<file path="config.mk">
export PLATFORM = sky130hd
export DESIGN_NAME = fbpf_merge
export DESIGN_NICKNAME = d
export VERILOG_FILES = /design/src/rtl/fbpf_pkg.sv /design/src/rtl/fbpf_merge.sv
export SDC_FILE = /design/constraint.sdc
export NUM_CORES = 1
export LEC_CHECK = 0
export ABC_AREA = 1
export BUFFER_PORTS_ARGS = -buffer_cell sky130_fd_sc_hd__clkbuf_2
export CORE_MARGIN = 2
export CORE_UTILIZATION = 35
export CTS_CLUSTER_SIZE = 20
export DETAILED_ROUTE_END_ITERATION = 7
export PLACE_DENSITY = 0.67
export SKIP_CTS_REPAIR_TIMING = 1
export SYNTH_ARGS = -nofsm -noshare
export SYNTH_HDL_FRONTEND = slang
export SYNTH_SLANG_ARGS = --single-unit
</file>
<file path="constraint.sdc">
create_clock -name clk -period 1.4 [get_ports clk]
set_input_delay 0.28 -clock clk [delete_from_list [all_inputs] [get_ports clk]]
set_output_delay 0.28 -clock clk [all_outputs]
set_load 0.1 [all_outputs]
</file>
<file path="src/rtl/fbpf_pkg.sv">
// ----------------------------------------------------------------------------
// Framebuffer pixel format package
// Shared widths, register codes, reciprocal table and the types that pass
// between the lanes, the address unit and the merge stage.
// ----------------------------------------------------------------------------
`default_nettype none

package fbpf_pkg;

	// Fixed field widths of the pixel port.
	localparam int ADDR_BITS        = 26;
	localparam int MAX_CHANNEL_BITS = 16;
	localparam int CHAN_NUM         = 4;
	localparam int CHAN_FIELD_W     = 5;
	localparam int CFG_DATA_W       = 24;
	localparam int IN_DATA_W        = 96;
	localparam int OUT_DATA_W       = 96;

	// Lane arithmetic: numerator, reciprocal and product widths.
	localparam int NUM_W   = 24;
	localparam int RECIP_W = 26;
	localparam int PROD_W  = NUM_W + RECIP_W;

	// Encoding divides by 255 through a multiply by ceil(2^32 / 255).
	localparam logic [RECIP_W-1:0] RECIP_255    = 26'd16843010;
	localparam int                 ENC_SHIFT    = 32;
	localparam int                 DEC_SHIFT    = 24;
	localparam logic [7:0]         ENC_BIAS     = 8'd127;
	localparam logic [7:0]         ALPHA_OPAQUE = 8'd255;

	// Store sizes in bytes.
	localparam logic [2:0] BYTES_NONE = 3'd0;
	localparam logic [2:0] BYTES_HALF = 3'd2;
	localparam logic [2:0] BYTES_WORD = 3'd4;

	// Channel order inside the packed shift and length registers.
	localparam int CH_RED   = 0;
	localparam int CH_GREEN = 1;
	localparam int CH_BLUE  = 2;
	localparam int CH_ALPHA = 3;

	// Configuration register indexes.
	typedef enum logic [2:0] {
		REG_FRAME_WIDTH    = 3'd0,
		REG_FRAME_HEIGHT   = 3'd1,
		REG_LINE_BYTES     = 3'd2,
		REG_PAGE_OFFSET    = 3'd3,
		REG_WIDE_PIXELS    = 3'd4,
		REG_CHANNEL_SHIFTS = 3'd5,
		REG_CHANNEL_WIDTHS = 3'd6
	} fbpf_reg_t;

	// Request kinds.
	localparam logic ACT_WRITE = 1'b0;
	localparam logic ACT_READ  = 1'b1;

	typedef struct packed {
		logic [12:0] frame_width;
		logic [12:0] frame_height;
		logic [14:0] line_bytes;
		logic [23:0] page_offset;
		logic        wide_pixels;
		logic [19:0] channel_shifts;
		logic [19:0] channel_widths;
	} fbpf_cfg_t;

	// Per-stage advance strobes of the pipeline.
	typedef struct packed {
		logic s1;
		logic s2;
		logic s3;
	} fbpf_adv_t;

	typedef struct packed {
		logic             in_bounds;
		logic [ADDR_BITS-1:0] byte_address;
		logic [31:0]      store_word;
		logic [2:0]       store_bytes;
		logic [7:0]       red_out;
		logic [7:0]       green_out;
		logic [7:0]       blue_out;
		logic [7:0]       alpha_out;
	} fbpf_out_t;

	// Decoding divides by m = 2^len - 1 through a multiply by
	// 2^24 + ceil(2^24 / m) and a right shift by 24 + len.
	function automatic logic [RECIP_W-1:0] recip_for_len(input logic [4:0] len);
		logic [RECIP_W-1:0] r;
		case (len)
			5'd1:    r = 26'd33554432;
			5'd2:    r = 26'd22369622;
			5'd3:    r = 26'd19173962;
			5'd4:    r = 26'd17895698;
			5'd5:    r = 26'd17318417;
			5'd6:    r = 26'd17043522;
			5'd7:    r = 26'd16909321;
			5'd8:    r = 26'd16843010;
			5'd9:    r = 26'd16810049;
			5'd10:   r = 26'd16793617;
			5'd11:   r = 26'd16785413;
			5'd12:   r = 26'd16781314;
			5'd13:   r = 26'd16779265;
			5'd14:   r = 26'd16778241;
			5'd15:   r = 26'd16777729;
			5'd16:   r = 26'd16777473;
			default: r = '0;
		endcase
		return r;
	endfunction

endpackage

`default_nettype wire

</file>
<file path="src/rtl/fbpf_merge.sv">
// ----------------------------------------------------------------------------
// Pixel format merge stage
// Combines the four lane results into the store word or the decoded colour
// and holds the result in the output register.
// ----------------------------------------------------------------------------
`default_nettype none

module fbpf_merge (
	input  wire logic                                 clk,
	input  wire fbpf_pkg::fbpf_adv_t                  adv,
	input  wire logic                                 wide_pixels,
	input  wire logic [19:0]                          channel_shifts,
	input  wire logic                                 is_read,
	input  wire logic                                 in_bounds,
	input  wire logic [fbpf_pkg::ADDR_BITS-1:0]       byte_address,
	input  wire logic [fbpf_pkg::CHAN_NUM-1:0][15:0]  quot,
	input  wire logic [fbpf_pkg::CHAN_NUM-1:0]        len_zero,
	output fbpf_pkg::fbpf_out_t                       result
);
	import fbpf_pkg::*;

	logic [46:0] placed;
	logic [31:0] enc_word;
	fbpf_out_t   res;
	fbpf_out_t   res_s3;

	// Place each encoded channel at its offset; bits above 31 drop out.
	always_comb begin
		placed   = '0;
		enc_word = '0;
		for (int c = 0; c < CHAN_NUM; c++) begin
			placed   = 47'(quot[c]) << channel_shifts[c*CHAN_FIELD_W +: CHAN_FIELD_W];
			enc_word = enc_word | placed[31:0];
		end
		if (!wide_pixels) begin
			enc_word[31:16] = '0;
		end
	end

	// Out-of-bounds requests give an all-zero result.
	always_comb begin
		res = '0;
		if (in_bounds) begin
			res.in_bounds    = 1'b1;
			res.byte_address = byte_address;
			if (is_read == ACT_READ) begin
				res.red_out   = len_zero[CH_RED]   ? 8'd0 : quot[CH_RED][7:0];
				res.green_out = len_zero[CH_GREEN] ? 8'd0 : quot[CH_GREEN][7:0];
				res.blue_out  = len_zero[CH_BLUE]  ? 8'd0 : quot[CH_BLUE][7:0];
				res.alpha_out = len_zero[CH_ALPHA] ? ALPHA_OPAQUE : quot[CH_ALPHA][7:0];
			end else begin
				res.store_word  = enc_word;
				res.store_bytes = wide_pixels ? BYTES_WORD : BYTES_HALF;
			end
		end
	end

	always_ff @(posedge clk) begin
		if (adv.s3) begin
			res_s3 <= res;
		end
	end

	assign result = res_s3;

endmodule

`default_nettype wire

</file>
# Yosys cells after proc, flatten, opt, wreduce, memory -nomap -nowiden
# Index checks and enable logic that the tools add are counted.
dict set report word_totals {
  reg_bits 94
  input_bits 121
  out_inout_bits 94
  word_cells 34
}
dict set report classes {
  shift 4
  n_mux 9
  bitwise_logic 6
  reduce_logical 6
}
# operator count
set op_table {}
lappend op_table {{16-bit by 5-bit << shifter with 32-bit output} 4}
lappend op_table {{32-bit OR} 3}
lappend op_table {{94-bit two-way mux} 1}
lappend op_table {{35-bit two-way mux} 1}
lappend op_table {{32-bit two-way mux} 1}
lappend op_table {{8-bit two-way mux} 4}
lappend op_table {{16-bit two-way mux} 1}
lappend op_table {{3-bit OR reduction} 4}
lappend op_table {{3-bit two-way mux} 1}
lappend op_table {{1-bit NOT} 3}
lappend op_table {{2-bit AND reduction} 1}
lappend op_table {{2-bit OR reduction} 1}

# Logic depth before layout (Yosys ltp)
dict set report logic_depth {
  depth_word 7
  mapped_depth 13
  mapped_depth_nobuf 12
}

# Worst setup path after synthesis
# No wires, ideal clock.
dict set report synth_path {
  kind {in2reg}
  from {input port channel_shifts[17]}
  to {register res_s3 (netlist bit result[61]) (data pin)}
  setup_time_ps 266
  arrival_ps 1208
  required_ps 1134
  setup_slack_ps -74
  stages 10
  path_buffers 2
  cell_sequence {buf_2 inv_2 buf_2 o21ai_0 nand3_1 nand2_1 nor2_1 nand2_1 nor2_1 nor2_1}
}
dict set report synth_between {
  elab_chain_len 2
}
# item line
set synth_lines {}
lappend synth_lines {{from (decl)} fbpf_merge.sv:12} ;# input wire logic [19:0] channel_shifts,
lappend synth_lines {{16-bit by 5-bit << shifter with 32-bit output} fbpf_merge.sv:32} ;# placed = 47'(quot[c]) << channel_shifts[c*CHAN_FIELD_W +: CHAN_FIELD_W];
lappend synth_lines {{32-bit OR} fbpf_merge.sv:33} ;# enc_word = enc_word | placed[31:0];
lappend synth_lines {{to (signal assigned)} fbpf_merge.sv:60} ;# res_s3 <= res;
lappend synth_lines {{to (decl)} fbpf_merge.sv:25} ;# fbpf_out_t res_s3;
# No other way between the ends.
# A chain may end at the register's enable or synchronous reset.

# Final worst setup path
dict set report layout_path {
  from {register res_s3 (netlist bit result[44])}
  to {output port result[44] (netlist bit)}
}
# item line
set layout_lines {}
lappend layout_lines {{to (decl)} fbpf_merge.sv:18} ;# output fbpf_pkg::fbpf_out_t result
# No word-level cell between the ends.

==> run metrics <==
# rows=55; core area=approximately 23000 um^2; cell area after synthesis=8060 um^2; Highest Clock Rate=about 0.71 GHz; RSZ-0062 raised after global routing=true; min-delay worst type=input pin to flop; detailed router's first-iteration violation count=890; Final TNS setup=-0.0137 ns; Syn Nets=1381; H-tree Lvls=3; Fin Hold WS=approximately 0.17 ns; CP max stage cell=edfxtp_1; final hold vios=0; min cycle time layout=1.41 ns; # DRC=0; share of post-route cells with drive strength above 1=0.350; status=complete, but fails checks; DR vias=approximately 10000; Yosys reg bits=93; register area share after synthesis=0.346; routed vias/inst=around 5.4; P&R area growth vs syn=52.8%; Routed Antenna Nets=0; Worst EP arrival=1.13 ns; first-pass GRT wire length=approximately 53 mm; Post-Synthesis Cells=approximately 1300; maximum vdd drop=0.500 mV; worst path cell trace=buf_12; total wire length=35.8 mm; TritonCTS clock tree=done; Final WS setup=-0.0137 ns; Setup crit start=result[44]; hold path start=byte_address[0]; critical path endpoint category=output port; Worst Max-Slew Pin Slew=about 0.57 ns; max incr delay on CP=~0.54 ns; Clock transition at path regs=~0.080 ns; Register Area=around 2800 um^2; Antenna Cells=0; relative slew slack=0.620; leak pwr=slightly above 6 nW; global-route usage over all layers=0.293; pwr/cell area=~900 nW/um^2; Avg Cell Area, Syn=between 6 and 7 um^2; fill count=approximately 2200; detailed placement HPWL=29.8 mm; fin nets=roughly 1700; WP buf/inv=1; Critical Path Start Type=flop; area of the multi-input gates=around 5000 um^2; Syn. warnings=0; clock sinks=93; DIE AREA=between 20000 and 25000 um^2; global placement routability congestion=between 1 and 1.5; chip height=between 150 and 200 um; failing checks=negative setup slack; TritonCTS Buffers=9; Worst path top cell family by delay=flip-flops; synth unique cells=33; Routed WL per cell=just under 20 um; I/O Buffers=about 210; initial antenna violation count=0; Crit Path Max Fanout=1; Clock Path Buffers=2; Slew Viols, Final=0; Starting Density=0.356; CP Class=flop to output port; DRT Pass-1 Iters=5; largest net degree at the start of global routing=31; grt total ovfl=0; max reg flops=just over 90; # IOs=approximately 220; Final Cycle Share=1.01; endpoints failing setup=1; Chip Width=around 160 um; worst path required time=around 1.1 ns; Max Cap Viol=0; root buf cell=clkbuf_16; vias in the first global route=around 9300
through the flow:
stage	cells	setup slack [ns]	area (um^2)	utilization	power, mW
after detailed placement	1843	-0.565	11500	0.507	8.35
after global routing	1862	-0.0753	12300	0.544	11.5
after global placement	1843	-0.564	11500	0.507	8.34
after floorplan	1260	-0.0162	8130	-	6.40
after CTS	1859	-0.183	11800	0.519	10.9
final	1862	-0.0137	12300	0.544	11.1
cells by family (layout without fill, tap and decap cells):
family                 Yosys count  count (layout)  share of synthesized area
DFF                             93              93                      0.346
AOI/OAI and AO/OA               44              44                     0.0292
and+or+nand+nor                959             959                      0.528
buffers and inverters          163             480                     0.0962
other                            1               1                   0.000465
routing by layer:
layer  part of all wire  track usage  routed length (um)  up-vias
met5                  0            0                   0        -
met4              0.048        0.135                1720        0
met3              0.083       0.0606                2970       73
met2               0.46        0.470               16300      512
met1               0.41        0.380               14800     4610
li1                   -            -                   -     4844
worst paths after layout:
| path | slack, ns | depth (start not counted) | endpoint |
|---|---|---|---|
| worst max-delay path | -0.01 | 1 | result[44] |
| worst min-delay path | 0.17 | 3 | result[67] |
placed cells by master, fill, tap and decap left out, drive strengths merged, types with 2 or more instances in the layout:
cell | Yosys | final
nand4 | 25 | 25
buf | 58 | 254
or2 | 3 | 3
inv | 94 | 98
nand3b | 2 | 2
clkinv | 1 | 3
nand2 | 424 | 424
nor2 | 127 | 127
a21oi | 17 | 17
o21ai | 22 | 22
clkbuf | 10 | 124
nand3 | 369 | 369
o211ai | 2 | 2
nor3 | 8 | 8
edfxtp | 93 | 93
o22ai | 2 | 2
Yosys cell counts (all sizes together):
| cell | n | area share |
|---|---|---|
| nand2 | 424 | 0.20 |
| o211ai | 2 | 0.0025 |
| nor4 | 1 | 0.00078 |
| inv | 94 | 0.045 |
| conb | 1 | 0.00047 |
| nand4 | 25 | 0.019 |
| o21ai | 22 | 0.014 |
| or2 | 3 | 0.0023 |
| o22ai | 2 | 0.0016 |
| nor2 | 127 | 0.060 |
| nor3 | 8 | 0.0050 |
| clkbuf | 10 | 0.0047 |
| a21oi | 17 | 0.011 |
| buf | 58 | 0.046 |
| a211oi | 1 | 0.00093 |
| clkinv | 1 | 0.00047 |
| edfxtp | 93 | 0.35 |
| nand3 | 369 | 0.24 |
| nand3b | 2 | 0.0019 |
layout make-up:
class                   count  area share
inverters                  95      0.0314
clock buffers               9      0.0183
flip-flops and latches     93       0.227
well taps                 285      0.0289
repair buffers            369       0.282
clock inverters             7     0.00508
multi-input cells        1004       0.407
power breakdown:
group / total, mW / switching (mW) / internal (mW)
clock: 2.54 / 1.29 / 1.25
sequential: 3.45 / 0.149 / 3.30
combinational: 5.08 / 3.43 / 1.65
total: 11.1 / 4.87 / 6.20
tightest hold or removal path, stage by stage:
cell and delay [ns]:
clkbuf_2 0.07, nand2_1 0.04, inv_1 0.04
Note: power is estimated with default switching activity, not from simulation.
