==> src/rtl/fbpf_pkg.sv <==
// ----------------------------------------------------------------------------
// Framebuffer pixel format package
// Shared widths, register codes, reciprocal table and the types that pass
// between the lanes, the address unit and the merge stage.
// ----------------------------------------------------------------------------
`default_nettype none

package fbpf_pkg;

	// Fixed field widths of the pixel port.
	localparam int ADDR_BITS        = 26;
	localparam int MAX_CHANNEL_BITS = 16;
	localparam int CHAN_NUM         = 4;
	localparam int CHAN_FIELD_W     = 5;
	localparam int CFG_DATA_W       = 24;
	localparam int IN_DATA_W        = 96;
	localparam int OUT_DATA_W       = 96;

	// Lane arithmetic: numerator, reciprocal and product widths.
	localparam int NUM_W   = 24;
	localparam int RECIP_W = 26;
	localparam int PROD_W  = NUM_W + RECIP_W;

	// Encoding divides by 255 through a multiply by ceil(2^32 / 255).
	localparam logic [RECIP_W-1:0] RECIP_255    = 26'd16843010;
	localparam int                 ENC_SHIFT    = 32;
	localparam int                 DEC_SHIFT    = 24;
	localparam logic [7:0]         ENC_BIAS     = 8'd127;
	localparam logic [7:0]         ALPHA_OPAQUE = 8'd255;

	// Store sizes in bytes.
	localparam logic [2:0] BYTES_NONE = 3'd0;
	localparam logic [2:0] BYTES_HALF = 3'd2;
	localparam logic [2:0] BYTES_WORD = 3'd4;

	// Channel order inside the packed shift and length registers.
	localparam int CH_RED   = 0;
	localparam int CH_GREEN = 1;
	localparam int CH_BLUE  = 2;
	localparam int CH_ALPHA = 3;

	// Configuration register indexes.
	typedef enum logic [2:0] {
		REG_FRAME_WIDTH    = 3'd0,
		REG_FRAME_HEIGHT   = 3'd1,
		REG_LINE_BYTES     = 3'd2,
		REG_PAGE_OFFSET    = 3'd3,
		REG_WIDE_PIXELS    = 3'd4,
		REG_CHANNEL_SHIFTS = 3'd5,
		REG_CHANNEL_WIDTHS = 3'd6
	} fbpf_reg_t;

	// Request kinds.
	localparam logic ACT_WRITE = 1'b0;
	localparam logic ACT_READ  = 1'b1;

	typedef struct packed {
		logic [12:0] frame_width;
		logic [12:0] frame_height;
		logic [14:0] line_bytes;
		logic [23:0] page_offset;
		logic        wide_pixels;
		logic [19:0] channel_shifts;
		logic [19:0] channel_widths;
	} fbpf_cfg_t;

	// Per-stage advance strobes of the pipeline.
	typedef struct packed {
		logic s1;
		logic s2;
		logic s3;
	} fbpf_adv_t;

	typedef struct packed {
		logic             in_bounds;
		logic [ADDR_BITS-1:0] byte_address;
		logic [31:0]      store_word;
		logic [2:0]       store_bytes;
		logic [7:0]       red_out;
		logic [7:0]       green_out;
		logic [7:0]       blue_out;
		logic [7:0]       alpha_out;
	} fbpf_out_t;

	// Decoding divides by m = 2^len - 1 through a multiply by
	// 2^24 + ceil(2^24 / m) and a right shift by 24 + len.
	function automatic logic [RECIP_W-1:0] recip_for_len(input logic [4:0] len);
		logic [RECIP_W-1:0] r;
		case (len)
			5'd1:    r = 26'd33554432;
			5'd2:    r = 26'd22369622;
			5'd3:    r = 26'd19173962;
			5'd4:    r = 26'd17895698;
			5'd5:    r = 26'd17318417;
			5'd6:    r = 26'd17043522;
			5'd7:    r = 26'd16909321;
			5'd8:    r = 26'd16843010;
			5'd9:    r = 26'd16810049;
			5'd10:   r = 26'd16793617;
			5'd11:   r = 26'd16785413;
			5'd12:   r = 26'd16781314;
			5'd13:   r = 26'd16779265;
			5'd14:   r = 26'd16778241;
			5'd15:   r = 26'd16777729;
			5'd16:   r = 26'd16777473;
			default: r = '0;
		endcase
		return r;
	endfunction

endpackage

`default_nettype wire

==> src/rtl/fbpf_lane.sv <==
// ----------------------------------------------------------------------------
// Pixel format channel lane
// Scales one colour channel between 8 bits and its configured length, in two
// stages: numerator forming, then a reciprocal multiply.
// ----------------------------------------------------------------------------
`default_nettype none

module fbpf_lane (
	input  wire logic                clk,
	input  wire fbpf_pkg::fbpf_adv_t adv,
	input  wire logic                is_read,
	input  wire logic [7:0]          value,
	input  wire logic [31:0]         word,
	input  wire logic [4:0]          chan_shift,
	input  wire logic [4:0]          chan_len,
	output logic [15:0]              quot,
	output logic                     len_zero
);
	import fbpf_pkg::*;

	logic [4:0]         len_sat;
	logic [15:0]        mask;
	logic [15:0]        field;
	logic [NUM_W-1:0]   num_enc;
	logic [NUM_W-1:0]   num_dec;
	logic [RECIP_W-1:0] recip;
	logic [NUM_W-1:0]   num_s1;
	logic               rd_s1;
	logic [PROD_W-1:0]  prod_s2;
	logic               rd_s2;

	// Channel length saturates at the widest supported field.
	always_comb begin
		len_sat  = (chan_len > 5'(MAX_CHANNEL_BITS)) ? 5'(MAX_CHANNEL_BITS) : chan_len;
		mask     = 16'((17'd1 << len_sat) - 17'd1);
		len_zero = (len_sat == 5'd0);
	end

	// Numerators: v * m + 127 for a write, f * 255 + m / 2 for a read.
	always_comb begin
		field   = 16'(word >> chan_shift) & mask;
		num_enc = (NUM_W'(value) << len_sat) - NUM_W'(value) + NUM_W'(ENC_BIAS);
		num_dec = (NUM_W'(field) << 8) - NUM_W'(field) + NUM_W'(mask >> 1);
	end

	always_ff @(posedge clk) begin
		if (adv.s1) begin
			num_s1 <= is_read ? num_dec : num_enc;
			rd_s1  <= is_read;
		end
	end

	// Reciprocal multiply replaces the division.
	assign recip = rd_s1 ? recip_for_len(len_sat) : RECIP_255;

	always_ff @(posedge clk) begin
		if (adv.s2) begin
			prod_s2 <= PROD_W'(num_s1) * PROD_W'(recip);
			rd_s2   <= rd_s1;
		end
	end

	// The quotient is the product's upper bits.
	always_comb begin
		if (rd_s2) begin
			quot = 16'(prod_s2 >> (6'(DEC_SHIFT) + 6'(len_sat)));
		end else begin
			quot = prod_s2[ENC_SHIFT +: 16];
		end
	end

endmodule

`default_nettype wire

==> config.mk <==
export PLATFORM = sky130hd
export DESIGN_NAME = fbpf_lane
export DESIGN_NICKNAME = d
export VERILOG_FILES = /design/src/rtl/fbpf_pkg.sv /design/src/rtl/fbpf_lane.sv
export SDC_FILE = /design/constraint.sdc
export NUM_CORES = 1
export LEC_CHECK = 0
export ABC_AREA = 1
export BUFFER_PORTS_ARGS = -buffer_cell sky130_fd_sc_hd__buf_2
export CAP_MARGIN = 25
export CORE_ASPECT_RATIO = 1.2
export CORE_MARGIN = 1.5
export CORE_UTILIZATION = 45
export CTS_CLUSTER_SIZE = 12
export DETAILED_ROUTE_END_ITERATION = 6
export SYNTH_ARGS = -nofsm -noshare
export SYNTH_HDL_FRONTEND = slang
export SYNTH_SLANG_ARGS = --single-unit
==> constraint.sdc <==
create_clock -name clk -period 10.71 [get_ports clk]
set_input_delay 0.5355 -clock clk [delete_from_list [all_inputs] [get_ports clk]]
set_output_delay 0.5355 -clock clk [all_outputs]
set_load 0.02 [all_outputs]
After elaboration in Yosys (flattened, before gate mapping)
Memories as Yosys holds them, arrays and structs flattened.
Index checks and enable logic that the tools add are counted.
Storage, ports and cells
  register bits after elaboration: 76
  memory bits (read-only): 736
  input bits: 55
  memories kept: 1
Operators by class
  $add $sub $neg: 6
  multiply operators: 1
  order comparisons: 1
  shifts and indexed selects: 4
  mux-type cells: 4
  bitwise logic cells: 1
  reduce and logical (&&, ||, !) cells: 1
Memory list
  (name not given): depth 32, width 23, read ports 1, clocked after memory_dff 0, wr ports 0, line fbpf_pkg.sv:89  | case (len)
Operator list (count)
  $mul 24x26->50: 1
  $shr 50x6->16: 1
  $shr 32x5->16: 1
  $mux 26: 1
  $add 24x15->24: 1
  $add 24x7->24 const B: 1
  $mux 24: 1
  $shl 8x5->24: 1
  $sub 24x16->24: 1
  $sub 24x8->24: 1
  $and 16x16->16: 1
  $mux 16: 1
  $shl 1x5->16 const A: 1
  $sub 16x1->16 const B: 1
  $add 5x5->6 const A: 1
  $gt 5x5->1 const B: 1
  $logic_not 5->1: 1
  $mux 5: 1

Depth between registers and ports, before layout
  depth after elaboration: 8
  mapped depth: 39
  depth with buffers taken out: 37

Worst setup path after synthesis
OpenSTA, ideal clock, no wires.
  path type: input to register
  start: in chan_len[4]
  end: reg prod_s2[42] (data pin)
  library setup time: 252 ps
  arrival: 6647 ps
  required time: 10458 ps
  slack: 3811 ps
  stages: 34
  buffers on the path: 2
  path through: buf_6 > inv_4 > nand2_4 > nor2_2 > inv_2 > nor2_2 > inv_2 > nor2_4 > inv_2 > nand2_2 > inv_2 > buf_2 > nor2_1 > fa_1 > fa_1 > fa_1 > inv_1 > fa_1 > fa_1 > inv_1 > fa_1 > inv_1 > fa_1 > inv_1 > ha_1 > a21o_1 > a21oi_1 > nand2_1 > o21ai_0 > nand2_1 > a21oi_1 > inv_1 > nand2_1 > nand2_1
Between the ends
  word-level cells in the longest chain between the ends: 5
Ends and longest elaborated chain
  start, declared: line fbpf_lane.sv:15  | input wire logic [4:0] chan_len,
  $gt 5x5->1: line fbpf_lane.sv:34  | len_sat = (chan_len > 5'(MAX_CHANNEL_BITS)) ? 5'(MAX_CHANNEL_BITS) : chan_len;
  $mux 5 (*): line fbpf_lane.sv:34
  $mem_v2 32x23 (*)
  $mux 26 (*): line fbpf_lane.sv:54  | assign recip = rd_s1 ? recip_for_len(len_sat) : RECIP_255;
  $mul 24x26->50 (*): line fbpf_lane.sv:58  | prod_s2 <= PROD_W'(num_s1) * PROD_W'(recip);
  end signal, assigned: line fbpf_lane.sv:58
  end, declared: line fbpf_lane.sv:29  | logic [PROD_W-1:0] prod_s2;
Every way passes the cells marked *; elsewhere a longest branch is shown, timed or not.
A chain may end at the register's enable or synchronous reset.

Final worst setup path
  start: in chan_len[4]
  end: reg prod_s2[49] (data pin)
The elaborated chain is that of the path after synthesis.

==> flow_metrics.env <==
export IMPL_p_leak_nw=15.3
export IMPL_finalMaxSlewViolations=0
export IMPL_drcViolationCount=0
export IMPL_comb_power_share_pct=90.3
export IMPL_clockBufferDepth=2
export IMPL_area_delta_synth_final_pct=4.21
export IMPL_drt_pre_antenna_iters=5
export IMPL_gp_congestion=0.976
export IMPL_post_cts_buffers=0
export IMPL_hpwl_microns=76800
export IMPL_ys_flop_type="edfxtp_1"
export IMPL_synth_top_area_share_pct=33.6
export IMPL_drt_iter0_markers=1728
export IMPL_slowest_delay_ps=740
export IMPL_grt_pass1_wl_microns=144000
export IMPL_num_vias=25000
export IMPL_die_height_microns=274
export IMPL_yosysWarnings=0
export IMPL_seqPwrFrac_pct=7.6
export IMPL_worst_ep_required_time_ps=10820
export IMPL_root_buffer="clkbuf_16"
export IMPL_numPortBuffers=70
export IMPL_finish_utilization_pct=47.3
export IMPL_critPathMaxFanout=37
export IMPL_crit_slowest_cell="fa_1"
export IMPL_antenna_found_initial=1
export IMPL_cts_buffers=5
export IMPL_clk_pin_slew_ps=70
export IMPL_synth_distinct_cells=55
export IMPL_hold_violations=0
export IMPL_post_route_min_period_ps=8920
export IMPL_end_kind="flip-flop"
export IMPL_startpoint="chan_len[4]"
export IMPL_layout_nets=4652
export IMPL_wl_per_cell_microns=20.2
export IMPL_fin_setup_tns_ps=0
export IMPL_min_path_type="flip-flop to flip-flop"
export IMPL_rsz0062_at_grt="no"
export IMPL_final_layout_size_suffix_gt1_share_pct=4.56
export IMPL_cts_sinks=52
export IMPL_grt_pass1_vias=25400
export IMPL_initial_core_util_pct=45.4
export IMPL_async_reset_ff_share_pct=0
export IMPL_core_sq_um=60600
export IMPL_synth_edf_count=52
export IMPL_ios=72
export IMPL_maxCapViolations=0
export IMPL_synth_seq_cells=52
export IMPL_wl_microns=93800
export IMPL_worstSkewPairLatency_ps=300
export IMPL_grt_util_all_layers_pct=30.5
export IMPL_cpMostUsedCell="fa_1"
export IMPL_p_clk_share_pct=2.1
export IMPL_ys_seq_area_share_pct=5.68
export IMPL_die_w_microns=229
export IMPL_period_share_pct=83.3
export IMPL_slew_headroom_pct=28.1
export IMPL_cts_tree="yes"
export IMPL_switching_share_pct=63.6
export IMPL_ctsResizeCount=0
export IMPL_postCtsHoldBufs=0
export IMPL_whs_ps=689
export IMPL_syn_instance_count=3863
export IMPL_power_switching_w=0.00497
export IMPL_worst_pin_slew_ps=1080
export IMPL_row_count=99
export IMPL_fmax_mhz=112
export IMPL_worst_setup_path_type="input pin to flip-flop"
export IMPL_start_kind="input pin"
export IMPL_synth_cell_area_sq_um=27500
export IMPL_powerDensity_nw_per_um2=273
export IMPL_syn_avg_cell_area_sq_um=7.12
export IMPL_cp_data_arrival_time_ps=9040
export IMPL_overflow=0
export IMPL_fin_worst_skew_ps=13.0
export IMPL_viasPerCell=5.37
export IMPL_cellInternalPower_w=0.00284
export IMPL_synthTopCellsByArea="fa_1 34%, ha_1 14%, nand2_1 12%, inv_1 11%, nor2_1 6.8%"
export IMPL_synth_top_area_cell="fa_1"
export IMPL_grt_max_degree=63
export IMPL_worstHoldStart="rd_s1"
export IMPL_h_tree_depth=2
export IMPL_r2r_start="rd_s1"
export IMPL_synth_fp_nets=4678
export IMPL_antenna_left=0
export IMPL_irDropWorstVdd_v=0.000318
export IMPL_die_area_sq_um=62600
export IMPL_status="finished clean"
export IMPL_finalSetupViolations=0
[layout make-up]
type | count | area (sq um)
inverters | 860 | 3230
clock buffers | 6 | 129
multi-input cells | 2816 | 22100
flip-flops and latches | 52 | 1560
clock inverters | 2 | 16.3
diodes | 1 | 2.50
well taps | 808 | 1010
repair buffers | 102 | 591
fillers | 6376 | 31900
[cell usage in the layout, fill, tap and decap left out, types with 17 or more instances in the layout]
| cell type | Yosys | layout |
|---|---|---|
| nand2_1 | 853 | 853 |
| inv_1 | 829 | 829 |
| nor2_1 | 495 | 492 |
| fa_1 | 462 | 462 |
| ha_1 | 298 | 298 |
| nand3_1 | 177 | 177 |
| o21ai_0 | 159 | 159 |
| a21oi_1 | 139 | 139 |
| buf_2 | 38 | 70 |
| edfxtp_1 | 52 | 52 |
| buf_4 | 2 | 32 |
| o21ai_1 | 31 | 31 |
| xor2_1 | 25 | 25 |
| o211ai_1 | 23 | 23 |
| inv_2 | 17 | 17 |
[worst paths after layout]
path         cells past startpoint          end  slack (ps)
max                             34  prod_s2[49]        1790
min                              0        rd_s2         690
max reg2reg                     32  prod_s2[49]        2180
min reg2reg                      0        rd_s2         690
[synthesized netlist by cell type, types with 23 or more instances]
master and instances:
clkbuf_1 71, buf_2 38, nand2_1 853, o21ai_0 159
xor2_1 25, edfxtp_1 52, inv_1 829, o21ai_1 31
o211ai_1 23, a21oi_1 139, ha_1 298, nand3_1 177
nor2_1 495, fa_1 462
[state kept, by name, indices dropped and copies added, names as in the netlist]
name     count
rd_s1        1
num_s1      24
rd_s2        1
prod_s2     26
[power by group through the flow]
stage	registers (W)	logic, W	clock network (W)
floorplan	0.000474	0.00456	0
global placement	0.000585	0.00701	0
detailed placement	0.000580	0.00697	0
CTS	0.000581	0.00707	0.000165
global route	0.000592	0.00792	0.000173
finish	0.000593	0.00706	0.000161
[metrics by stage]
stage | area [sq um] | setup WS [ps] | power [W] | std cells
2_1_floorplan | 27500 | 3810 | 0.00503 | 3863
3_3_place_gp | 28500 | 1610 | 0.00760 | 4638
3_5_place_dp | 28500 | 1600 | 0.00755 | 4638
4_1_cts | 28700 | 1900 | 0.00781 | 4646
5_1_grt | 28700 | 1380 | 0.00868 | 4646
6_report | 28700 | 1790 | 0.00781 | 4647
[routing by layer]
metal | wire length [microns] | part of all wire, % | global-route usage [%]
met2 | 45500 | 49 | 53.9
met3 | 6160 | 6.6 | 3.59
met5 | 10 | 0.011 | 0
met1 | 35800 | 38 | 35.5
met4 | 6370 | 6.8 | 18.2
[cells by family (layout without fill, tap and decap cells)]
kind of cell             count (synthesis)  count (layout)  synth area share, %
flip-flops                              52              52                 5.68
AND/OR/NAND/NOR                       1601            1601                 23.7
AO/OA/AOI/OAI                          419             419                 8.39
buffers and inverters                  995             970                 13.9
adder cells (fa/ha/maj)                760             760                 47.2
multiplexers                             2               2               0.0728
XOR/XNOR                                34              34                 1.08
other                                    0               1                    0
[critical path, delay by kind of cell]
kind	cells	cell delay, ps
AO/OA/AOI/OAI	1	220
XOR/XNOR	1	250
adder cells (fa/ha/maj)	8	3950
buffers and inverters	13	2270
AND/OR/NAND/NOR	11	1770
No activity file was read; power rests on OpenSTA's default activity.
