### src/rtl/fbpf_pkg.sv
// ----------------------------------------------------------------------------
// Framebuffer pixel format package
// Shared widths, register codes, reciprocal table and the types that pass
// between the lanes, the address unit and the merge stage.
// ----------------------------------------------------------------------------
`default_nettype none

package fbpf_pkg;

	// Fixed field widths of the pixel port.
	localparam int ADDR_BITS        = 26;
	localparam int MAX_CHANNEL_BITS = 16;
	localparam int CHAN_NUM         = 4;
	localparam int CHAN_FIELD_W     = 5;
	localparam int CFG_DATA_W       = 24;
	localparam int IN_DATA_W        = 96;
	localparam int OUT_DATA_W       = 96;

	// Lane arithmetic: numerator, reciprocal and product widths.
	localparam int NUM_W   = 24;
	localparam int RECIP_W = 26;
	localparam int PROD_W  = NUM_W + RECIP_W;

	// Encoding divides by 255 through a multiply by ceil(2^32 / 255).
	localparam logic [RECIP_W-1:0] RECIP_255    = 26'd16843010;
	localparam int                 ENC_SHIFT    = 32;
	localparam int                 DEC_SHIFT    = 24;
	localparam logic [7:0]         ENC_BIAS     = 8'd127;
	localparam logic [7:0]         ALPHA_OPAQUE = 8'd255;

	// Store sizes in bytes.
	localparam logic [2:0] BYTES_NONE = 3'd0;
	localparam logic [2:0] BYTES_HALF = 3'd2;
	localparam logic [2:0] BYTES_WORD = 3'd4;

	// Channel order inside the packed shift and length registers.
	localparam int CH_RED   = 0;
	localparam int CH_GREEN = 1;
	localparam int CH_BLUE  = 2;
	localparam int CH_ALPHA = 3;

	// Configuration register indexes.
	typedef enum logic [2:0] {
		REG_FRAME_WIDTH    = 3'd0,
		REG_FRAME_HEIGHT   = 3'd1,
		REG_LINE_BYTES     = 3'd2,
		REG_PAGE_OFFSET    = 3'd3,
		REG_WIDE_PIXELS    = 3'd4,
		REG_CHANNEL_SHIFTS = 3'd5,
		REG_CHANNEL_WIDTHS = 3'd6
	} fbpf_reg_t;

	// Request kinds.
	localparam logic ACT_WRITE = 1'b0;
	localparam logic ACT_READ  = 1'b1;

	typedef struct packed {
		logic [12:0] frame_width;
		logic [12:0] frame_height;
		logic [14:0] line_bytes;
		logic [23:0] page_offset;
		logic        wide_pixels;
		logic [19:0] channel_shifts;
		logic [19:0] channel_widths;
	} fbpf_cfg_t;

	// Per-stage advance strobes of the pipeline.
	typedef struct packed {
		logic s1;
		logic s2;
		logic s3;
	} fbpf_adv_t;

	typedef struct packed {
		logic             in_bounds;
		logic [ADDR_BITS-1:0] byte_address;
		logic [31:0]      store_word;
		logic [2:0]       store_bytes;
		logic [7:0]       red_out;
		logic [7:0]       green_out;
		logic [7:0]       blue_out;
		logic [7:0]       alpha_out;
	} fbpf_out_t;

	// Decoding divides by m = 2^len - 1 through a multiply by
	// 2^24 + ceil(2^24 / m) and a right shift by 24 + len.
	function automatic logic [RECIP_W-1:0] recip_for_len(input logic [4:0] len);
		logic [RECIP_W-1:0] r;
		case (len)
			5'd1:    r = 26'd33554432;
			5'd2:    r = 26'd22369622;
			5'd3:    r = 26'd19173962;
			5'd4:    r = 26'd17895698;
			5'd5:    r = 26'd17318417;
			5'd6:    r = 26'd17043522;
			5'd7:    r = 26'd16909321;
			5'd8:    r = 26'd16843010;
			5'd9:    r = 26'd16810049;
			5'd10:   r = 26'd16793617;
			5'd11:   r = 26'd16785413;
			5'd12:   r = 26'd16781314;
			5'd13:   r = 26'd16779265;
			5'd14:   r = 26'd16778241;
			5'd15:   r = 26'd16777729;
			5'd16:   r = 26'd16777473;
			default: r = '0;
		endcase
		return r;
	endfunction

endpackage

`default_nettype wire

### src/rtl/fbpf_addr.sv
// ----------------------------------------------------------------------------
// Pixel address unit
// Checks the coordinates against the frame and forms the byte address of
// the pixel over two stages.
// ----------------------------------------------------------------------------
`default_nettype none

module fbpf_addr (
	input  wire logic                          clk,
	input  wire fbpf_pkg::fbpf_adv_t           adv,
	input  wire fbpf_pkg::fbpf_cfg_t           cfg,
	input  wire logic signed [15:0]            x_pos,
	input  wire logic signed [15:0]            y_pos,
	output logic                               in_bounds,
	output logic [fbpf_pkg::ADDR_BITS-1:0]     byte_address
);
	import fbpf_pkg::*;

	logic                 inb;
	logic [27:0]          y_prod;
	logic [14:0]          x_off;
	logic                 inb_s1;
	logic [ADDR_BITS-1:0] y_prod_s1;
	logic [14:0]          x_off_s1;
	logic                 inb_s2;
	logic [ADDR_BITS-1:0] addr_s2;

	// Negative coordinates fail on the sign bit alone.
	always_comb begin
		inb = !x_pos[15] && !y_pos[15]
			&& (x_pos[14:0] < 15'(cfg.frame_width))
			&& (y_pos[14:0] < 15'(cfg.frame_height));
		y_prod = 28'(y_pos[12:0]) * 28'(cfg.line_bytes);
		x_off  = cfg.wide_pixels ? {x_pos[12:0], 2'b00} : {1'b0, x_pos[12:0], 1'b0};
	end

	always_ff @(posedge clk) begin
		if (adv.s1) begin
			inb_s1    <= inb;
			y_prod_s1 <= y_prod[ADDR_BITS-1:0];
			x_off_s1  <= x_off;
		end
	end

	// The sum wraps at the address width.
	always_ff @(posedge clk) begin
		if (adv.s2) begin
			inb_s2  <= inb_s1;
			addr_s2 <= ADDR_BITS'(cfg.page_offset) + y_prod_s1 + ADDR_BITS'(x_off_s1);
		end
	end

	assign in_bounds    = inb_s2;
	assign byte_address = addr_s2;

endmodule

`default_nettype wire

### config.mk
export PLATFORM = sky130hd
export DESIGN_NAME = fbpf_addr
export DESIGN_NICKNAME = d
export VERILOG_FILES = /design/src/rtl/fbpf_pkg.sv /design/src/rtl/fbpf_addr.sv
export SDC_FILE = /design/constraint.sdc
export NUM_CORES = 1
export LEC_CHECK = 0
export BUFFER_PORTS_ARGS = -buffer_cell sky130_fd_sc_hd__buf_2
export CORE_MARGIN = 2
export CORE_UTILIZATION = 54
export DETAILED_ROUTE_END_ITERATION = 10
export PLACE_DENSITY_LB_ADDON = 0.3
export RECOVER_POWER = 50
export SYNTH_ARGS = -nofsm -noshare
export SYNTH_HDL_FRONTEND = slang
export SYNTH_SLANG_ARGS = --single-unit
### constraint.sdc
create_clock -name clk -period 4.65 [get_ports clk]
set_clock_uncertainty 0.05 [all_clocks]
set_input_delay 0 -clock clk [delete_from_list [all_inputs] [get_ports clk]]
set_output_delay 0 -clock clk [all_outputs]
set_load 0.005 [all_outputs]
# Word level (Yosys, flattened, before mapping)
# Index checks and enable logic that the tools add are counted.
dict set report op_classes {
  multipliers 1
  n_addsub 2
  mux 1
  magnitude_cmp 2
  n_reduce_logical 5
}
# operator count
set op_table {}
lappend op_table {{$lt A15 B13 Y1} 2}
lappend op_table {{$add A24 B26 Y26} 1}
lappend op_table {{$add A26 B15 Y26} 1}
lappend op_table {{$mul A13 B15 Y26} 1}
lappend op_table {{$mux W14} 1}
lappend op_table {{$logic_and A1 B1 Y1} 3}
lappend op_table {{$logic_not A1 Y1} 2}
dict set report totals {
  output_inout_bits 27
  reg_bits 69
  input_bits 142
  word_cells 18
}

# Depth between registers and ports, before layout
# Gate-level depths: netlist (run 1).
dict set report depth {
  depth_word 4
  depth_mapped 21
  mapped_depth_nobuf 19
}

# Worst setup path before layout (run 1)
# No wires, ideal clock.
dict set report synth_timing {
  kind {input port to flip-flop}
  start {in y_pos[1]}
  end {reg y_prod_s1[23] (data pin)}
  t_arrival_ns 4.825
  setup_ns 0.272
  n_path_buf 1
  required_ns 4.328
  cell_stages 19
  setup_slack_ns -0.497
  path_cell_list {clkbuf_1 -> and2_1 -> fa_1 -> inv_1 -> fa_1 -> inv_1 -> fa_1 -> fa_1 -> inv_1 -> fa_1 -> inv_1 -> ha_1 -> a21oi_2 -> o21ai_1 -> a31oi_1 -> o31ai_4 -> a221oi_4 -> nor3_1 -> or4b_1}
}
dict set report synth_between {
  elab_chain_len 1
}
# element line
set synth_lines {}
lappend synth_lines {{start: declaration} fbpf_addr.sv:13} ;# input wire logic signed [15:0] y_pos,
lappend synth_lines {{$mul A13 B15 Y26} fbpf_addr.sv:33} ;# y_prod = 28'(y_pos[12:0]) * 28'(cfg.line_bytes);
lappend synth_lines {{net y_prod[23]} fbpf_addr.sv:20} ;# logic [27:0] y_prod;
lappend synth_lines {{end signal: assignment} fbpf_addr.sv:40} ;# y_prod_s1 <= y_prod[ADDR_BITS-1:0];
lappend synth_lines {{end: declaration} fbpf_addr.sv:23} ;# logic [ADDR_BITS-1:0] y_prod_s1;
# The timed path passes the listed nets, and every way through them passes these cells.
# A chain may end at the register's enable or synchronous reset.

# Worst setup path in the final report (run 1)
dict set report layout_timing {
  start {in cfg[73] (netlist bit)}
  end {reg y_prod_s1[23] (data pin)}
}
dict set report layout_between {
  elab_chain_len 1
}
# element line
set layout_lines {}
lappend layout_lines {{start: declaration} fbpf_addr.sv:11} ;# input wire fbpf_pkg::fbpf_cfg_t cfg,
lappend layout_lines {{$mul A13 B15 Y26} fbpf_addr.sv:33}
lappend layout_lines {{net y_prod[23]} fbpf_addr.sv:20}
# The timed path passes the listed nets, and every way through them passes these cells.

==> results.md, run 1 <==
- Post-Syn Instances: 1,121
- Commonest cells after routing, fill and taps aside: inv_1 (225), fa_1 (150), nand2_1 (120)
- Worst-skew pair later-pin latency: 330 ps
- Min cycle time layout: 4662 ps
- Final setup violating endpoints: 1
- Core ar.: 19,530 um^2
- Max Cap Viol: 1
- Hold WC Path Type: primary input to register
- Die width: 145.4 um
- Largest net degree at the start of global routing: 42
- Vias in the first global route: 8,712
- First DRT Iteration DRCs: 375
- Worst-margin pin slew: 2149 ps
- Yosys reg bits: 68
- Synthesized Nets: 1,542
- Clock Path Buffers: 2
- Commonest non-fill, non-tap cell in the layout: inv_1
- Wire per inst: 15.61 um
- GRT Total Usage: 24.06%
- First-pass GRT wire length: 41,360 um
- Yosys Warn Count: 0
- H-tree levels: 3
- Highest metal used: met4
- Critical Path AT: 4680 ps
- Rel. slew slack: -43.28%
- Via count: 8,306
- Pleak: 6.520 nW
- Initial core utilization: 55.31%
- Layout cells sized above 1: 24.31%
- Max FO, Critical Path: 10
- Cts bufs inserted: 9
- Fin crit share: 100.3%
- RSZ-0062 raised after global routing: true
- Synth top area share: 29.10%
- Final max-slew violation count: 42
- Final ANT Viol Nets: 0
- PwrDens: 780.6 nW/um^2
- Status: finished with violations
- HPWL after DPL: 20,760 um
- Routed wire length on met2: 12,150 um
- Area of the mapped netlist: 10,800 um^2
- Main flop type after synthesis: edfxtp_1
- Avg Cell Area, Syn: 9.633 um^2
- Setup slack after layout: -12.11 ps
- Max VDD drop: 602.6 uV
- Clock sink count: 68
- Global placement routability congestion: 0.9092
- Worst endpoint required time: 4670 ps
- Largest area contributor in the netlist: fa_1
- Register area share after synthesis: 18.91%
- Post-synthesis cell type count: 65
- Total iterations of the first detailed-routing run: 5
- Initial antenna violation count: 1
- # DRC: 0
- Die H: 145.4 um
- Maximum clock rate: 214.5 MHz
- Die Area: 21,150 um^2
- Hold_ws: 73.80 ps
- Final cell utilization of the core: 68.37%
- Crit Path Category: primary input to register
- Nets: 1,761
- FFs w/ async S/R, synth: 0%
- Std cell rows: 51
- Reg clk slew, reported paths: 60 ps
- IO Pins: 169
- TritonCTS clock tree: yes
- Total chip power: 10.42 mW
- Area grow syn2layout: 23.62%
- Final WL: 25,140 um
- Post-synth EDFFs: 68
- DP Worst Slack: -432.8 ps
- Area contributors post-synth: fa_1 (29%), edfxtp_1 (19%), ha_1 (14%)
- Final count of hold timing violations: 0
- Setup crit start kind: primary input
- Crit end category: register
- Global route overflow: 0
- Met1 wire length: 11,180 um
- Avg Vias per Cell: 5.156
- Port buffer count: 127
- CTS root buffer: clkbuf_16
- Met3 wire length: 1165 um
- Failing checks: capacitance limit, slew limit, setup timing
[worst paths after layout]
check	startpoint	to	slack [ps]	cells after the start
max	cfg[73]	y_prod_s1[23]	-10	17
min	y_pos[14]	inb_s1	70	4
max reg2reg	y_prod_s1[1]	byte_address[25]	1230	11
min reg2reg	inb_s1	in_bounds	370	0
[layout make-up]
cell class / count / area, um^2
flip-flops and latches: 68 / 2042
clock buffers: 9 / 225.2
clock inverters: 7 / 123.9
fillers: 1510 / 6176
inverters: 234 / 878.3
diodes: 1 / 2.502
repair buffers: 243 / 1645
multi-input cells: 784 / 8102
well taps: 265 / 331.6
[timing repair]
action | CTS | global route
endpoints found under the setup margin | 2 | 5
setup buffers | 3 | 5
hold buffers | 16 | 0
resized for setup | 24 | 77
endpoints found under the hold margin | 15 | 0
pin swaps | 20 | 50
[registers in the layout, indices dropped and copies added (netlist names)]
name and cells:
in_bounds 1, x_off_s1 14, inb_s1 1, y_prod_s1 26, byte_address 26
[cells by family (layout without fill, tap and decap cells)]
family / Yosys count / after routing / synth area share [%]
AND/OR/NAND/NOR: 302 / 302 / 13.88
XOR/XNOR: 36 / 36 / 2.920
buffers and inverters: 269 / 493 / 9.443
multiplexers: 15 / 15 / 1.529
adder cells (fa/ha/maj): 279 / 279 / 43.24
other: 0 / 1 / 0
flip-flops: 68 / 68 / 18.91
AO/OA/AOI/OAI: 152 / 152 / 10.08
[report_power, final]
part	total, mW	switching, mW	internal, mW
Combinational	8.29	4.22	4.07
Sequential	1.34	0.0829	1.26
Clock	0.792	0.265	0.527
[cell usage after synthesis, drive strengths merged (2+ instances only)]
cell type,count
o211ai,6
nand2b,5
o21ai,30
ha,122
a211o,2
edfxtp,68
o21a,11
and4,2
xnor2,25
clkbuf,33
a21oi,34
and3,4
nor3,12
nand3,8
a21o,21
o2111ai,2
a31oi,3
nand2,125
o31a,2
o21bai,8
or2,2
buf,2
o311ai,3
mux2,12
a22oi,2
xor2,11
nand4,6
a221oi,3
nor2,28
nor4,3
and2,95
a211oi,9
nor2b,6
inv,234
mux2i,3
o31ai,3
fa,157
a21boi,2
a2111oi,3
o22a,2
[layer usage]
layer	vias up	track usage [%]
met5	-	0
met4	0	7.549
met2	258	41.11
met3	48	2.414
met1	3965	32.62
li1	4035	-
[critical path, stage by stage]
cell,delay (ps)
buf_4,150
and2_4,170
fa_1,530
inv_1,50
fa_1,530
inv_1,50
fa_1,450
fa_1,490
inv_1,50
fa_1,520
inv_1,60
ha_4,280
nand4_1,170
o31ai_4,350
a221oi_4,120
and4b_1,190
or4b_1,500
[metrics by stage]
stage                     TNS [ps]  cells  instance area (um^2)
final                       -12.11   1611                 13350
after global routing        -331.5   1611                 13350
after CTS                        0   1606                 13080
after detailed placement     -2243   1571                 12470
after global placement       -1686   1571                 12470
after floorplan             -253.9   1121                 10980
(Power assumes the default switching activity.)
==> run 2: changes to the inputs <==
- PLACE_DENSITY: unset -> 0.76
- PLACE_DENSITY_LB_ADDON: 0.3 -> unset
==> run 2 against run 1 <==
Largest power group unchanged. Hold slack got worse by 21 ps. The flow finishes with violations (capacitance limit, slew limit). Sequential power about the same. Register-to-register slack got worse by 40 ps.
==> results.md, run 2 (same netlist as run 1, synthesis figures left out) <==
- Die H: 145.4 um (unchanged)
- Maximum clock rate: 215.9 MHz (+0.64%)
- Max FO, Critical Path: 8 (-2)
- Final count of hold timing violations: 0 (unchanged)
- Hold WC Path Type: primary input to register
- Final instance area: 13,350 um^2 (about the same)
- Reg clk slew, reported paths: 60 ps (about the same)
- GRT Total Usage: 23.73% (-0.32 points)
- Wire per inst: 15.27 um (-2.1%)
- H-tree levels: 3 (unchanged)
- PwrDens: 759.8 nW/um^2 (-2.7%)
- Worst-margin pin slew: 2146 ps (-3.522 ps)
- Port buffer count: 127 (unchanged)
- Final ANT Viol Nets: 0 (unchanged)
- Setup crit start kind: primary input
- Largest net degree at the start of global routing: 42 (unchanged)
- Core ar.: 19,530 um^2 (unchanged)
- Final setup violating endpoints: 0 (-1)
- IO Pins: 169 (unchanged)
- Final WL: 24,620 um (-2.1%)
- Flop pwr share: 13.2% (+0.3 points)
- First DRT Iteration DRCs: 389 (+3.7%)
- Initial antenna violation count: 0 (-1)
- Nets: 1,763 (+0.11%)
- Combinational fraction of design power: 79.7% (about the same)
- TritonCTS clock tree: yes
- Final max-slew violation count: 42 (unchanged)
- Initial core utilization: 55.31% (unchanged)
- Area grow syn2layout: 23.66% (about the same)
- Critical Path AT: 4660 ps (-20 ps)
- Worst endpoint required time: 4680 ps (about the same)
- Std cell rows: 51 (unchanged)
- Commonest cells after routing, fill and taps aside: inv_1 (224), fa_1 (148), nand2_1 (119)
- Cts bufs inserted: 9 (unchanged)
- # DRC: 0 (unchanged)
- HPWL after DPL: 20,370 um (-1.9%)
- Total iterations of the first detailed-routing run: 5 (unchanged)
- Internal power: 5.743 mW (-1.9%)
- Pleak: 6.546 nW (+0.40%)
- Global placement routability congestion: 0.9804 (+7.8%)
- Via count: 8,294 (-0.14%)
- Commonest non-fill, non-tap cell in the layout: inv_1
- Fin crit share: 99.62% (-0.64 points)
- Clock sink count: 68 (unchanged)
- Clock Path Buffers: 2 (unchanged)
- Min-delay src: cfg[40]
- Worst-skew pair later-pin latency: 340 ps (about the same)
- Rel. slew slack: -43.05% (+0.23 points)
- RSZ-0062 raised after global routing: true
- Crit end category: register
- Clk network pwr share: 7.1% (-0.5 points)
- Min cycle time layout: 4633 ps (-29.60 ps)
- Failing checks: capacitance limit, slew limit
- Crit. Startpoint: cfg[75]
- Global route overflow: 0 (unchanged)
- Status: finished with violations
- Max Cap Viol: 1 (unchanged)
- Switch share: 43.39% (-0.43 points)
- # diodes: 0 (-1)
- Max VDD drop: 547.3 uV (-9.2%)
- Cell Area, Placed: 12,470 um^2 (about the same)
- Die width: 145.4 um (unchanged)
- Crit Path Category: primary input to register
- CTS root buffer: clkbuf_16
- Avg Vias per Cell: 5.145 (-0.21%)
- Die Area: 21,150 um^2 (unchanged)
- Switching pwr: 4.403 mW (-3.6%)
- Final cell utilization of the core: 68.39% (about the same)
- Reg2reg start: y_prod_s1[1]
- Layout cells sized above 1: 24.42% (+0.11 points)
- First-pass GRT wire length: 40,980 um (-0.92%)
- Vias in the first global route: 8,612 (-1.1%)
==> run 2: cell count changes in the layout (fill, tap and decap cells not counted), sizes merged <==
cell | previous run | this run
diode | 1 | 0
dlygate4sd3 | 16 | 17
buf | 217 | 218
clkinv | 2 | 4
inv | 235 | 234
bufinv | 3 | 2
==> run 2: layout make-up <==
cell class	instances	area, um^2
multi-input cells	784	8044
fillers	1460	6172
flip-flops and latches	68	2042
repair buffers	245	1742
inverters	234	878.3
well taps	265	331.6
clock buffers	9	225.2
clock inverters	7	91.34
==> run 2: stage by stage <==
stage          cells  hold slack (ps)  power (mW)  worst slack, ps  setup TNS [ps]
2_1_floorplan   1121            62.50       6.704           -245.4          -253.9
6_report        1612            53.03       10.15            17.49               0
3_5_place_dp    1569            276.9       8.837           -431.4           -2134
3_3_place_gp    1569            267.3       8.583           -342.4           -1599
4_1_cts         1604            47.98       9.776            2.725               0
5_1_grt         1612            92.86       11.17           -181.5          -276.7
==> run 2: critical path, stage by stage <==
cell	delay, ps
clkbuf_4	160
and2_4	170
fa_1	530
inv_1	60
fa_1	470
inv_1	50
fa_1	480
fa_1	550
inv_1	50
fa_1	470
inv_1	70
ha_4	270
nand4_1	160
o31ai_4	350
a221oi_4	120
and4b_1	200
or4b_1	500
==> run 2: path summary, 6_finish.rpt <==
kind | cells after the start | endpoint | slack, ps
hold reg to reg | 0 | in_bounds | 430
hold / removal | 2 | x_off_s1[1] | 50
setup / recovery | 17 | y_prod_s1[23] | 20
setup reg to reg | 11 | byte_address[25] | 1190
==> run 2: layer usage <==
| metal | vias to the layer above | routed length (um) | GRT usage, % |
|---|---|---|---|
| met5 | - | 0 | 0 |
| met4 | 0 | 461 | 7.108 |
| met3 | 38 | 1344 | 2.414 |
| met2 | 256 | 11980 | 40.26 |
| met1 | 3955 | 10830 | 32.57 |
| li1 | 4045 | - | - |
==> run 2: what timing repair did <==
action / CTS / global route
setup endpoints to repair: 1 / 6
cloned: 0 / 1
gates resized for setup: 37 / 74
setup buffers: 2 / 7
hold endpoints to repair: 15 / 0
hold buffers: 17 / 0
pin swaps: 22 / 39
==> run 2: power by group through the flow <==
stage / Combinational (mW) / Sequential, mW / Clock (mW)
after floorplan: 5.35 / 1.35 / 0
after global placement: 7.24 / 1.34 / 0
after detailed placement: 7.48 / 1.35 / 0
after global routing: 9.06 / 1.37 / 0.745
final: 8.09 / 1.34 / 0.719
after CTS: 7.71 / 1.34 / 0.723
==> run 3: changes to the inputs <==
- CORE_UTILIZATION: 54 -> 55
- CTS_BUF_LIST: unset -> sky130_fd_sc_hd__clkbuf_4
- PLACE_DENSITY: 0.76 -> 0.77
==> run 3 against run 2 <==
The flow still finishes with violations (capacitance limit, slew limit). Register-to-register slack lost 50 ps. Wire length up 0.53%. Combinational power down 2%. Sequential power hardly changed. Worst setup slack better by 46 ps. Hold slack worse by 37 ps. Critical path type unchanged. Critical endpoint unchanged. Largest power group unchanged.
==> results.md, run 3 (same netlist as run 1, synthesis figures left out) <==
- Status: finished with violations
- Failing checks: capacitance limit, slew limit
- Cts bufs inserted: 9 (unchanged)
- Die width: 144.1 um (-0.89%)
- Hold_ws: 15.96 ps (-37.07 ps)
- Max FO, Critical Path: 8 (unchanged)
- RSZ-0062 raised after global routing: true
- Final max-slew violation count: 42 (unchanged)
- GRT Total Usage: 24.82% (+1.1 points)
- HPWL after DPL: 20,730 um (+1.8%)
- Hold WC Path Type: primary input to register
- Worst-skew pair later-pin latency: 430 ps (+90 ps)
- Die Area: 20,770 um^2 (-1.8%)
- Commonest non-fill, non-tap cell in the layout: inv_1
- Port buffer count: 127 (unchanged)
- CP cell instances: clkbuf_4 > nand2_1 > fa_1 > fa_1 > inv_1 > fa_1 > fa_1 > inv_1 > fa_1 > inv_1 > ha_1 > and3_4 > nand2_2 > o31ai_4 > a221oi_4 > and4b_1 > or4b_1
- Setup crit start kind: primary input
- Clock sink count: 68 (unchanged)
- Max VDD drop: 571.9 uV (+4.5%)
- Final WL: 24,750 um (+0.53%)
- DP Worst Slack: -446.6 ps (-15.21 ps)
- Total iterations of the first detailed-routing run: 7 (+2)
- Final TNS setup: 0 ps (unchanged)
- Core ar.: 19,330 um^2 (-0.98%)
- Initial core utilization: 55.85% (+0.55 points)
- Worst-margin pin slew: 2072 ps (-73.27 ps)
- Nets: 1,762 (-0.057%)
- CTS root buffer: clkbuf_4
- H-tree levels: 3 (unchanged)
- Crit Path Category: primary input to register
- Area grow syn2layout: 21.02%
- Final count of hold timing violations: 0 (unchanged)
- Setup slack after layout: 63.39 ps (+45.90 ps)
- TritonCTS clock tree: yes
- Std cell rows: 51 (unchanged)
- Avg Vias per Cell: 5.190 (+0.88%)
- IO Pins: 169 (unchanged)
- Area taken by multi-input logic gates: 8005 um^2 (-0.48%)
- Fin crit share: 98.64% (-0.99 points)
- Wire per inst: 15.35 um (+0.53%)
- Layout cells sized above 1: 23.18% (-1.2 points)
- Final setup violating endpoints: 0 (unchanged)
- Min cycle time layout: 4587 ps (-45.90 ps)
- Max Cap Viol: 1 (unchanged)
- Total chip power: 9.559 mW (-5.8%)
- Commonest cells after routing, fill and taps aside: inv_1 (227), fa_1 (148), nand2_1 (122)
- Register area: 2042 um^2 (unchanged)
- First DRT Iteration DRCs: 521 (+34%)
- Maximum clock rate: 218.0 MHz (+1.0%)
- Critical Path Max Stage Delay: 530 ps (-20 ps)
- Vias in the first global route: 8,550 (-0.72%)
- Crit end category: register
- Largest net degree at the start of global routing: 42 (unchanged)
- Via count: 8,367 (+0.88%)
- Fill cells: 1,488 (+1.9%)
- Final ANT Viol Nets: 0 (unchanged)
- Slowest-stage cell, CP: fa_1
- Most used cell along the critical path: fa_1
- First-pass GRT wire length: 40,270 um (-1.7%)
- Global route overflow: 0 (unchanged)
- Rel. slew slack: -38.16% (+4.9 points)
- Clock Path Buffers: 2 (unchanged)
- Reg clk slew, reported paths: 140 ps (+80 ps)
- Global placement routability congestion: 0.9696 (-1.1%)
- PwrDens: 731.4 nW/um^2 (-3.7%)
- Critical Path AT: 4690 ps (+30 ps)
- # DRC: 0 (unchanged)
- Die H: 144.1 um (-0.89%)
- Worst endpoint required time: 4750 ps (+70 ps)
- Pleak: 6.422 nW (-1.9%)
- Initial antenna violation count: 1 (+1)
[run 3: cell count changes in the layout (fill, tap and decap cells not counted), sizes merged]
cell / change
dlygate4sd3: +5
buf: -4
bufinv: -2
clkbuf: -2
clkinv: +1
diode: +1
inv: +1
[run 3: what timing repair did]
item	4_1_cts	5_1_grt
endpoints found under the hold margin	17	0
endpoints found under the setup margin	0	6
gates resized for setup	0	109
setup buffers	0	3
hold buffers	22	0
[run 3: final timing paths]
kind,start,endpoint,cells after the start,slack (ps)
worst max-delay path,y_pos[4],y_prod_s1[23],17,60
worst min register to register,inb_s1,in_bounds,0,440
worst min-delay path,cfg[65],y_prod_s1[0],3,20
worst max register to register,y_prod_s1[1],byte_address[25],11,1140
[run 3: power by group]
group          switching [mW]  total, mW  internal [mW]
logic                    3.99       7.90           3.91
registers              0.0780       1.33           1.25
clock network           0.220      0.327          0.107
[run 3: critical path: cells and delay by family]
family	cells	cell delay, ps
simple gates	5	1130
compound gates	2	410
buf+inv	4	330
fa+ha+maj	6	2810
[run 3: stage by stage]
stage | cells | util (%) | cell area, um^2
final | 1612 | 67.59 | 13070
after global routing | 1612 | 67.59 | 13070
after CTS | 1608 | 66.17 | 12790
after detailed placement | 1570 | 64.47 | 12460
after global placement | 1570 | 64.47 | 12460
after floorplan | 1121 | - | 10980
[run 3: area by class of cell]
| cell class | count | share of cell area, % |
|---|---|---|
| Multi-Input combinational cell | 784 | 61.25 |
| Sequential cell | 68 | 15.62 |
| Timing Repair Buffer | 244 | 13.00 |
| Inverter | 234 | 6.721 |
| Tap cell | 265 | 2.537 |
| Clock buffer | 9 | 0.5170 |
| Clock inverter | 7 | 0.3255 |
| Antenna cell | 1 | 0.01915 |
[run 3: layer usage]
layer  GRT usage, %  routed length [um]  vias to the layer above  share of wire, %
li1               -                   -                     4036                 -
met1          32.65               10600                     4002                43
met2          43.58               12130                      284                49
met3          3.245                1453                       45               5.9
met4          6.347                 563                        0               2.3
met5              0                   0                        -                 0
